$ cat config.mk
export PLATFORM = sky130hd
export DESIGN_NAME = lkq_queue
export DESIGN_NICKNAME = d
export VERILOG_FILES = /design/src/sv/lkq_pkg.sv /design/src/sv/lkq_queue.sv
export SDC_FILE = /design/constraint.sdc
export NUM_CORES = 1
export LEC_CHECK = 0
export ABC_CLOCK_PERIOD_IN_PS = 5200
export BUFFER_PORTS_ARGS = -buffer_cell sky130_fd_sc_hd__buf_2
export CORE_ASPECT_RATIO = 1.2
export CORE_MARGIN = 2
export CORE_UTILIZATION = 29
export DETAILED_ROUTE_END_ITERATION = 16
export GPL_TIMING_DRIVEN = 1
export PLACE_DENSITY = 0.6
export SYNTH_ARGS = -nofsm -noshare
export SYNTH_HDL_FRONTEND = slang
export SYNTH_SLANG_ARGS = --single-unit
export TNS_END_PERCENT = 5
$ cat constraint.sdc
create_clock -name clk -period 5.2 [get_ports clk]
set_clock_uncertainty 0.1 [all_clocks]
set_input_delay 0.52 -clock clk [delete_from_list [all_inputs] [get_ports clk]]
set_output_delay 0.52 -clock clk [all_outputs]
set_load 0.02 [all_outputs]
$ cat src/sv/lkq_pkg.sv
// Shared types, constants and the ladder decode for the keypad qualifier.
package lkq_pkg;

	localparam int ADC_W     = 12;
	localparam int NOW_W     = 64;
	localparam int MODE_W    = 3;
	localparam int KEY_W     = 3;
	localparam int CFG_W     = 32;
	localparam int CFG_IDX_W = 8;
	localparam int QUEUE_DEPTH = 2;

	localparam logic [KEY_W-1:0] KEY_NONE      = 3'd0;
	localparam logic [KEY_W-1:0] KEY_PAIR      = 3'd1;
	localparam logic [KEY_W-1:0] KEY_MODE_BASE = 3'd2;

	localparam logic [MODE_W-1:0] MODE_COUNT = 3'd5;

	// Ladder thresholds: a code below each bound selects that key
	localparam logic [ADC_W-1:0] THR_PAIR  = 12'd555;
	localparam logic [ADC_W-1:0] THR_KEY2  = 12'd1024;
	localparam logic [ADC_W-1:0] THR_KEY3  = 12'd1679;
	localparam logic [ADC_W-1:0] THR_KEY4  = 12'd2432;
	localparam logic [ADC_W-1:0] THR_KEY5  = 12'd3096;
	localparam logic [ADC_W-1:0] THR_KEY6  = 12'd3735;

	localparam logic [CFG_W-1:0] RST_DEBOUNCE     = 32'd30000;
	localparam logic [CFG_W-1:0] RST_RELEASE_ARM  = 32'd150000;
	localparam logic [CFG_W-1:0] RST_PAIR_HOLD    = 32'd1500000;
	localparam logic [CFG_W-1:0] RST_REBOOT_DELAY = 32'd2500000;
	localparam logic [CFG_W-1:0] RST_BLINK_PERIOD = 32'd120000;

	typedef enum logic [CFG_IDX_W-1:0] {
		CFG_DEBOUNCE     = 8'd0,
		CFG_RELEASE_ARM  = 8'd1,
		CFG_PAIR_HOLD    = 8'd2,
		CFG_REBOOT_DELAY = 8'd3,
		CFG_BLINK_PERIOD = 8'd4
	} lkq_cfg_idx_t;

	typedef struct packed {
		logic [CFG_W-1:0] debounce_time;
		logic [CFG_W-1:0] release_arm_time;
		logic [CFG_W-1:0] pair_hold_time;
		logic [CFG_W-1:0] reboot_delay_time;
		logic [CFG_W-1:0] blink_period;
	} lkq_cfg_t;

	function automatic logic [KEY_W-1:0] lkq_decode(input logic [ADC_W-1:0] s);
		logic [KEY_W-1:0] k;
		if (s < THR_PAIR)      k = KEY_PAIR;
		else if (s < THR_KEY2) k = 3'd2;
		else if (s < THR_KEY3) k = 3'd3;
		else if (s < THR_KEY4) k = 3'd4;
		else if (s < THR_KEY5) k = 3'd5;
		else if (s < THR_KEY6) k = 3'd6;
		else                   k = KEY_NONE;
		return k;
	endfunction

endpackage

$ cat src/sv/lkq_queue.sv
// Two-entry queue between the decode front and the qualifier back.
module lkq_queue import lkq_pkg::*; #(
	parameter int W = 70
) (
	input  logic         clk,
	input  logic         arst_n,
	input  logic         push_valid,
	output logic         push_ready,
	input  logic [W-1:0] push_data,
	output logic         pop_valid,
	input  logic         pop_ready,
	output logic [W-1:0] pop_data
);

	localparam int PTR_W = $clog2(QUEUE_DEPTH);
	localparam int CNT_W = $clog2(QUEUE_DEPTH + 1);

	logic [W-1:0]     mem_q [QUEUE_DEPTH];
	logic [PTR_W-1:0] wr_ptr_q;
	logic [PTR_W-1:0] rd_ptr_q;
	logic [CNT_W-1:0] cnt_q;
	logic             push;
	logic             pop;

	assign push_ready = cnt_q != CNT_W'(QUEUE_DEPTH);
	assign pop_valid  = cnt_q != '0;
	assign pop_data   = mem_q[rd_ptr_q];
	assign push       = push_valid && push_ready;
	assign pop        = pop_valid && pop_ready;

	always_ff @(posedge clk or negedge arst_n) begin
		if (!arst_n) begin
			wr_ptr_q <= '0;
			rd_ptr_q <= '0;
			cnt_q    <= '0;
		end else begin
			if (push) begin
				wr_ptr_q <= (wr_ptr_q == PTR_W'(QUEUE_DEPTH - 1)) ? '0 : wr_ptr_q + 1'b1;
			end
			if (pop) begin
				rd_ptr_q <= (rd_ptr_q == PTR_W'(QUEUE_DEPTH - 1)) ? '0 : rd_ptr_q + 1'b1;
			end
			if (push && !pop) begin
				cnt_q <= cnt_q + 1'b1;
			end else if (pop && !push) begin
				cnt_q <= cnt_q - 1'b1;
			end
		end
	end

	always_ff @(posedge clk) begin
		if (push) begin
			mem_q[wr_ptr_q] <= push_data;
		end
	end

endmodule

## Word level (Yosys, flattened, before mapping)

Memory sizes are Yosys's and may differ from the RTL's.
Cells that the tools add are included.

- Output and inout port bits: 72
- Bits in latches: 0
- Word-level logic and storage cells: 23
- Register bits: 4
- Memories kept: 1
- Memory bits (read-only): 0
- RAM bits: 140

- Order comparisons: 0
- Divide/modulo/power cells: 0
- Shift-type cells: 0
- Reductions and logical operators: 8
- Mux-type cells: 6
- Multipliers: 0
- Add/subtract/negate cells: 4
- Eq/ne operators: 1
- Bitwise operators: 0

Memories:

| name | depth | width | rd ports | clocked after memory_dff | wr ports | line | text |
|---|---|---|---|---|---|---|---|
| mem_q | 2 | 70 | 1 | 0 | 1 | lkq_queue.sv:18 | `logic [W-1:0] mem_q [QUEUE_DEPTH];` |

Operators by type and width:

| kind | count |
|---|---|
| 1-bit logical AND | 4 |
| 1-bit 2-to-1 mux | 4 |
| 2-bit 2-to-1 mux | 2 |
| 2-bit nonzero test | 2 |
| 1-bit adder (second input constant) | 2 |
| 2-bit by 1-bit adder with 2-bit output (second input constant) | 1 |
| 1-bit logical NOT | 2 |
| 2-bit != test (second input constant) | 1 |
| 2-bit by 1-bit subtractor with 2-bit output (second input constant) | 1 |

## Longest topological paths before layout

Gate-level depths: netlist of the first run.

- Depth after elaboration: 6
- Mapped depth: 7
- Mapped depth without buffers: 7

## Worst setup path after synthesis of the first run

OpenSTA, ideal clock, no wires.

- Path kind: register to register
- Start: reg cnt_q[0]
- End: mem mem_q[0][0] (enable)
- Clock period less this slack: 4,321 ps
- Path buffers: 0
- Required time: 4,601 ps
- Setup time: 499 ps
- Arrival: 3,723 ps
- Path slack: 879 ps
- Stages on the path, launching flop included: 4
- Cells stage by stage: dfrtp_1 nand2b_1 nand2_1 nor2_1

- Cells in the longest elaborated chain, start to end: 4

RTL lines:

| element | line | text |
|---|---|---|
| start, declared | lkq_queue.sv:21 | `logic [CNT_W-1:0] cnt_q;` |
| start signal, assigned | lkq_queue.sv:44 | `cnt_q <= cnt_q + 1'b1;` |
| start signal, assigned | lkq_queue.sv:46 | `cnt_q <= cnt_q - 1'b1;` |
| 2-bit != test | lkq_queue.sv:25 | `assign push_ready = cnt_q != CNT_W'(QUEUE_DEPTH);` |
| via push_ready | lkq_queue.sv:8 | `output logic push_ready,` |
| 1-bit logical AND | lkq_queue.sv:28 | `assign push = push_valid && push_ready;` |
| 1-bit 2-to-1 mux | lkq_queue.sv:52 | `if (push) begin` |
| 1-bit 2-to-1 mux (implied by the code) | lkq_queue.sv:53 | `mem_q[wr_ptr_q] <= push_data;` |
| end, declared | lkq_queue.sv:18 |  |

The timed path passes the listed nets, and every way through them passes these cells.

## Worst setup path in the final report of the first run

- Start: reg rd_ptr_q
- End: out pop_data[11]

- Cells in the longest elaborated chain, start to end: 1

RTL lines:

| element | line | text |
|---|---|---|
| start, declared | lkq_queue.sv:20 | `logic [PTR_W-1:0] rd_ptr_q;` |
| start signal, assigned | lkq_queue.sv:41 | `rd_ptr_q <= (rd_ptr_q == PTR_W'(QUEUE_DEPTH - 1)) ? '0 : rd_ptr_q + 1'b1;` |
| memory read 2 x 70 bit | -- |  |
| end, declared | lkq_queue.sv:12 | `output logic [W-1:0] pop_data` |

Every way passes these cells.

==> impl_results.md, run 1 <==
- Finished Cell Area: 0.007127 sq mm
- Residual DRC: 0
- Core Box Area: 0.01892 sq mm
- Share of cells above drive strength 1: 61.27%
- Hold buffers post-CTS: 1
- Hold path depth: 1
- HP Class: input port to flip-flop
- Count of cell types in the netlist: 15
- Vias per inst: 4.050
- Post-CTS Setup Bufs: 0
- Crit start category: flip-flop
- Largest net degree at the start of global routing: 71
- Critical Path AT: 2520 ps
- CTS Buffer Depth: 2
- Final WS setup: 2056 ps
- CP required: 4580 ps
- Row count: 55
- Run status: finished, final reports clean
- Relative slew slack: 21.08%
- Vias in the first global route: 2938
- Reg2reg start: cnt_q[0]
- Number of gates resized after cts: 0
- Setup slack at placement: 2377 ps
- Fin. max-slew vios: 0
- Starting DRT DRC Count: 116
- Final setup viols: 0
- Setup TNS: 0 ps
- Vert. Die Dim: 156.2 um
- Crit. End Element: output pin
- IO buf count: 145
- Crit Path Max Fanout: 37
- Buf+Inv Stages, Crit Path: 2
- Sink Count: 144
- Hold EP: mem_q[0][49]
- Cell family with most CP delay: buffers and inverters
- Register-to-register setup slack: 2550 ps
- Peak VDD IR: 387.4 uV
- Synthesized Nets: 311
- Slowest stage cell, crit path: dfrtp_4
- Share of Yosys cell area claimed by the top area cell type: 75.12%
- Pre-Repair DR Iteration Count: 4
- Clock slew at reported path FFs: 60 ps
- Remaining antenna violation count: 0
- Average wire per standard cell: 15.23 um
- Initial antenna violation count: 0
- GPL Wtd Cong: 0.6799
- Pleak: 2.829 nW
- DIE WIDTH: 130.8 um
- DIE AREA: 0.02043 sq mm
- RSZ-0062 raised after global routing: false
- Minimum clock period: 3144 ps
- Worst slew pin tran: 1181 ps
- Critical path class: flip-flop to output pin
- CTS tree: done
- H-tree depth: 4
- Largest cells by area after synthesis: edfxtp_1 75%, mux2_4 19%, buf_12 2.5%, dfrtp_1 1.8%, xnor2_1 0.47%
- Syn avg cell area: 23.71 sq um
- Largest area contributor in the netlist: edfxtp_1
- Total GRT Usage: 10.28%
- Reg2Reg Capture Point: mem_q[0][46]
- Post-synthesis sequential area ratio: 76.91%
- Min-delay src: push_data[49]
- Final critical-path share of the clock period: 60.47%
- Synth Register Bits: 144
- N_diodes: 0
- First-pass GRT wire length: 15240 um
- CP max stage delay: 840 ps
- Placed cell area: 0.006523 sq mm
- DP Wirelength: 6514 um
- Initial Util: 29.57%
- Vias: 2689
- Post-synthesis cell count: 236
- Root Driver: clkbuf_16
- Synthesized area: 0.005597 sq mm
- CP cell instances: buf_4 > mux2_4 > buf_2
- Final core utilization: 37.66%
- Pwr Density: 608.9 mW/mm^2
- Final hold vios: 0
- Num ports: 146
- Yosys warns: 0
- Max-Cap Viols: 0
- Clk_lat worst skew: 410 ps
- P&R area growth vs syn: 27.34%
- Fmax: 0.3180 GHz
- CTS buffer count: 17
- Total routed wirelength: 10110 um
- Nets: 470
- Grt ovf: 0
- FF-to-FF path depth: 4
## flip-flops by register name, summed over array words and instances (netlist names)
register / count
rd_ptr_q: 1
cnt_q: 2
wr_ptr_q: 1
mem_q: 140
## power by group
part	total, W	leakage, nW	switching (W)	internal (W)
sequential	0.00173	1.35	0.000140	0.00159
clock	0.00122	0.280	0.000463	0.000753
combinational	0.00139	1.20	0.000756	0.000633
## metrics by stage
step / instances / hold slack (ps) / total power, W
after global placement: 631 / 231.4 / 0.003156
after global routing: 664 / 164.3 / 0.004574
after CTS: 664 / 164.7 / 0.004428
after detailed placement: 631 / 235.1 / 0.003186
after floorplan: 236 / 124.4 / 0.002883
final: 664 / 194.7 / 0.004339
## cells in the final DEF (no fill, tap or decap), drive strengths merged, types with 3 or more instances in the layout
cell type / count
buf: 147
edfxtp: 140
mux2: 70
clkbuf: 18
clkinv: 5
clkinvlp: 4
dfrtp: 4
xnor2: 3
bufinv: 3
inv: 3
## logic make-up (layout without fill, tap and decap cells)
kind of cell	count (synthesis)	in the layout	synth area share [%]
buf+inv	9	181	2.772
xor+xnor	5	5	0.7826
simple gates	7	7	0.6039
mux	70	70	18.71
fa+ha+maj	1	1	0.2235
flops	144	144	76.91
## cell usage after synthesis (all sizes together)
cell,instances
and3,1
buf,8
dfrtp,4
edfxtp,140
ha,1
inv,1
mux2,70
nand2,2
nand2b,1
nor2,2
or2,1
xnor2,3
xor2,2
## worst max path at each step
| stage | slack, ps | cells past startpoint | end | start |
|---|---|---|---|---|
| detailed placement | 2380 | 4 | mem_q[0][44] | push_valid |
| global placement | 2460 | 3 | pop_data[66] | rd_ptr_q |
| floorplan | 880 | 3 | mem_q[0][0] | cnt_q[0] |
| finish | 2060 | 3 | pop_data[11] | rd_ptr_q |
| CTS | 1980 | 3 | pop_data[29] | rd_ptr_q |
| global route | 1910 | 3 | pop_data[29] | rd_ptr_q |
## routing by layer
metal  up-vias  wire length, um  global-route usage, %
li1       1252                -                      -
met1      1339             4052                  11.08
met2        88             5308                  17.88
met3        10              610                  4.081
met4         0              138                  4.103
met5         -                0                      0
## worst reg2reg max path, cell delays in order, from the launching register on
cell and delay, ps:
dfrtp_1 400, nand2b_1 170, nand2_1 140, nor2_4 910
buf_4 560
## cell type report
| type | instances | area, sq um |
|---|---|---|
| fillers | 1780 | 11800 |
| flip-flops and latches | 144 | 4308 |
| multi-input cells | 83 | 1150 |
| repair buffers | 148 | 750.7 |
| clock buffers | 18 | 429.2 |
| well taps | 256 | 320.3 |
| clock inverters | 14 | 165.2 |
| inverters | 1 | 3.754 |
No activity file was read; power rests on OpenSTA's default activity.
==> run 2: changes to the inputs <==
- ABC_CLOCK_PERIOD_IN_PS: 5200 -> 2640
- PLACE_DENSITY: 0.6 -> 0.62
- clock period: 5.2 -> 2.64 ns (I/O delays scaled with it)
==> run 2 against run 1 <==
  * Die area is the same
  * Global-route usage rose by 0.34 points
  * Core utilization rose by 4.1 points
  * Non-clock buffer count up 74
  * Power increased by 100%
  * Worst setup slack lost 1700 ps
  * Worst hold slack worse by 130 ps
  * Largest power group unchanged
  * Highest routed layer unchanged
==> impl_results.md, run 2 (same netlist as run 1, synthesis figures left out) <==
- Run status: finished, final reports clean
- Residual DRC: 0
- Slowest stage cell, crit path: dfrtp_4
- DIE WIDTH: 130.8 um
- DIE AREA: 0.02043 sq mm
- CTS tree: done
- Fmax: 0.4423 GHz
- Post-CTS Setup Bufs: 0
- Final critical-path share of the clock period: 85.64%
- Average wire per standard cell: 14.55 um
- Num ports: 146
- Vert. Die Dim: 156.2 um
- Final core utilization: 41.75%
- IO buf count: 145
- Crit Path Max Fanout: 22
- Cells after DPL: 635
- Grt ovf: 0
- Number of gates resized after cts: 0
- Total GRT Usage: 10.61%
- Tot Pwr: 0.008721 W
- Commonest cells after routing, fill and taps aside: 145 x buf_2, 140 x edfxtp_1, 71 x dlygate4sd3_1, 69 x mux2_4, 17 x clkbuf_16
- Initial antenna violation count: 1
- Clock slew at reported path FFs: 60 ps
- Setup slack at placement: 762.1 ps
- H-tree depth: 4
- Clk_lat worst skew: 410 ps
- CTS Buffer Depth: 2
- Filler cells: 1689
- Pre-Repair DR Iteration Count: 4
- Reg2reg start: cnt_q[0]
- CP cell instances: buf_4 > mux2_2 > buf_2
- Vias per inst: 4.045
- First-pass GRT wire length: 16000 um
- Root Driver: clkbuf_16
- Critical Path AT: 1900 ps
- CP required: 2280 ps
- Row count: 55
- P&R area growth vs syn: 41.16%
- HP Class: input port to flip-flop
- GPL Wtd Cong: 0.6810
- Biggest register: mem_q
- Largest registers: mem_q x140, cnt_q x2
- Max reg flops: 140
- Fin. max-slew vios: 0
- Vias in the first global route: 3262
- Vias: 2989
- CP max stage delay: 510 ps
- DP Wirelength: 6758 um
- Peak VDD IR: 501.9 uV
- Share of cells above drive strength 1: 52.70%
- Cell family with most CP delay: buffers and inverters
- Nets: 544
- Sink Count: 144
- Final setup viols: 0
- Final WS setup: 379.0 ps
- Initial Util: 29.57%
- Pleak: 3.160 nW
- Crit start category: flip-flop
- Minimum clock period: 2261 ps
- Critical path class: flip-flop to output pin
- Final hold vios: 0
- Worst slew pin tran: 488.3 ps
- Hold buffers post-CTS: 71
- Total routed wirelength: 10760 um
- Starting DRT DRC Count: 123
- Relative slew slack: 67.45%
- Crit. End Element: output pin
- Remaining antenna violation count: 0
- Largest net degree at the start of global routing: 71
- RSZ-0062 raised after global routing: false
- Core Box Area: 0.01892 sq mm
- Min-delay src: pop_ready
- Pwr Density: 1104 mW/mm^2
- Setup crit start: rd_ptr_q
- Commonest non-fill, non-tap cell in the layout: buf_2
- Finished Layout Cells: 739
- Buf+Inv Stages, Crit Path: 2
- Hold Slack: 64.10 ps
- CTS buffer count: 17
- Max-Cap Viols: 0
run 2: cell types whose count changed in the layout (fill, tap and decap cells not counted), sizes merged:
| cell | before | now |
|---|---|---|
| clkinv | 5 | 9 |
| dlygate4sd3 | 1 | 71 |
| diode | 0 | 1 |
| clkinvlp | 4 | 2 |
| inv | 3 | 1 |
| buf | 147 | 151 |
run 2: layout make-up:
cell class | count | area, sq um | share of cell area [%]
Sequential cell | 144 | 4308 | 54.53
Timing Repair Buffer | 222 | 1519 | 19.23
Multi-Input combinational cell | 83 | 1150 | 14.55
Clock buffer | 18 | 429.2 | 5.432
Tap cell | 256 | 320.3 | 4.054
Clock inverter | 14 | 167.7 | 2.122
Inverter | 1 | 3.754 | 0.04751
Antenna cell | 1 | 2.502 | 0.03168
run 2: worst paths after layout:
path	endpoint	slack, ps	cells past startpoint
max	pop_data[49]	380	3
min	rd_ptr_q	60	3
max reg2reg	mem_q[1][50]	780	3
min reg2reg	cnt_q[1]	400	1
max in group asynchronous	rd_ptr_q	2210	2
min in group asynchronous	wr_ptr_q	90	2
run 2: metal layers:
layer  wire [um]  vias to the layer above  track usage, %
li1            -                     1400               -
met1        4211                     1486           10.69
met2        5827                       92           19.42
met3         534                       11           3.395
met4         183                        0           5.218
met5           0                        -               0
run 2: per-stage QoR:
step           area (sq um)  setup TNS, ps
2_1_floorplan          5604         -19490
3_3_place_gp           6590              0
3_5_place_dp           6590              0
4_1_cts                7898              0
5_1_grt                7898              0
6_report               7900              0
run 2: where the power goes:
part           internal, W  switching [W]
logic              0.00138        0.00165
clock network      0.00148       0.000907
registers          0.00313       0.000165
total              0.00600        0.00272
run 2: worst reg2reg max path, delay by kind of cell, from the launching register on:
kind | cells | cell delay [ps]
buffers and inverters | 1 | 350
and+or+nand+nor | 2 | 700
DFF | 1 | 410
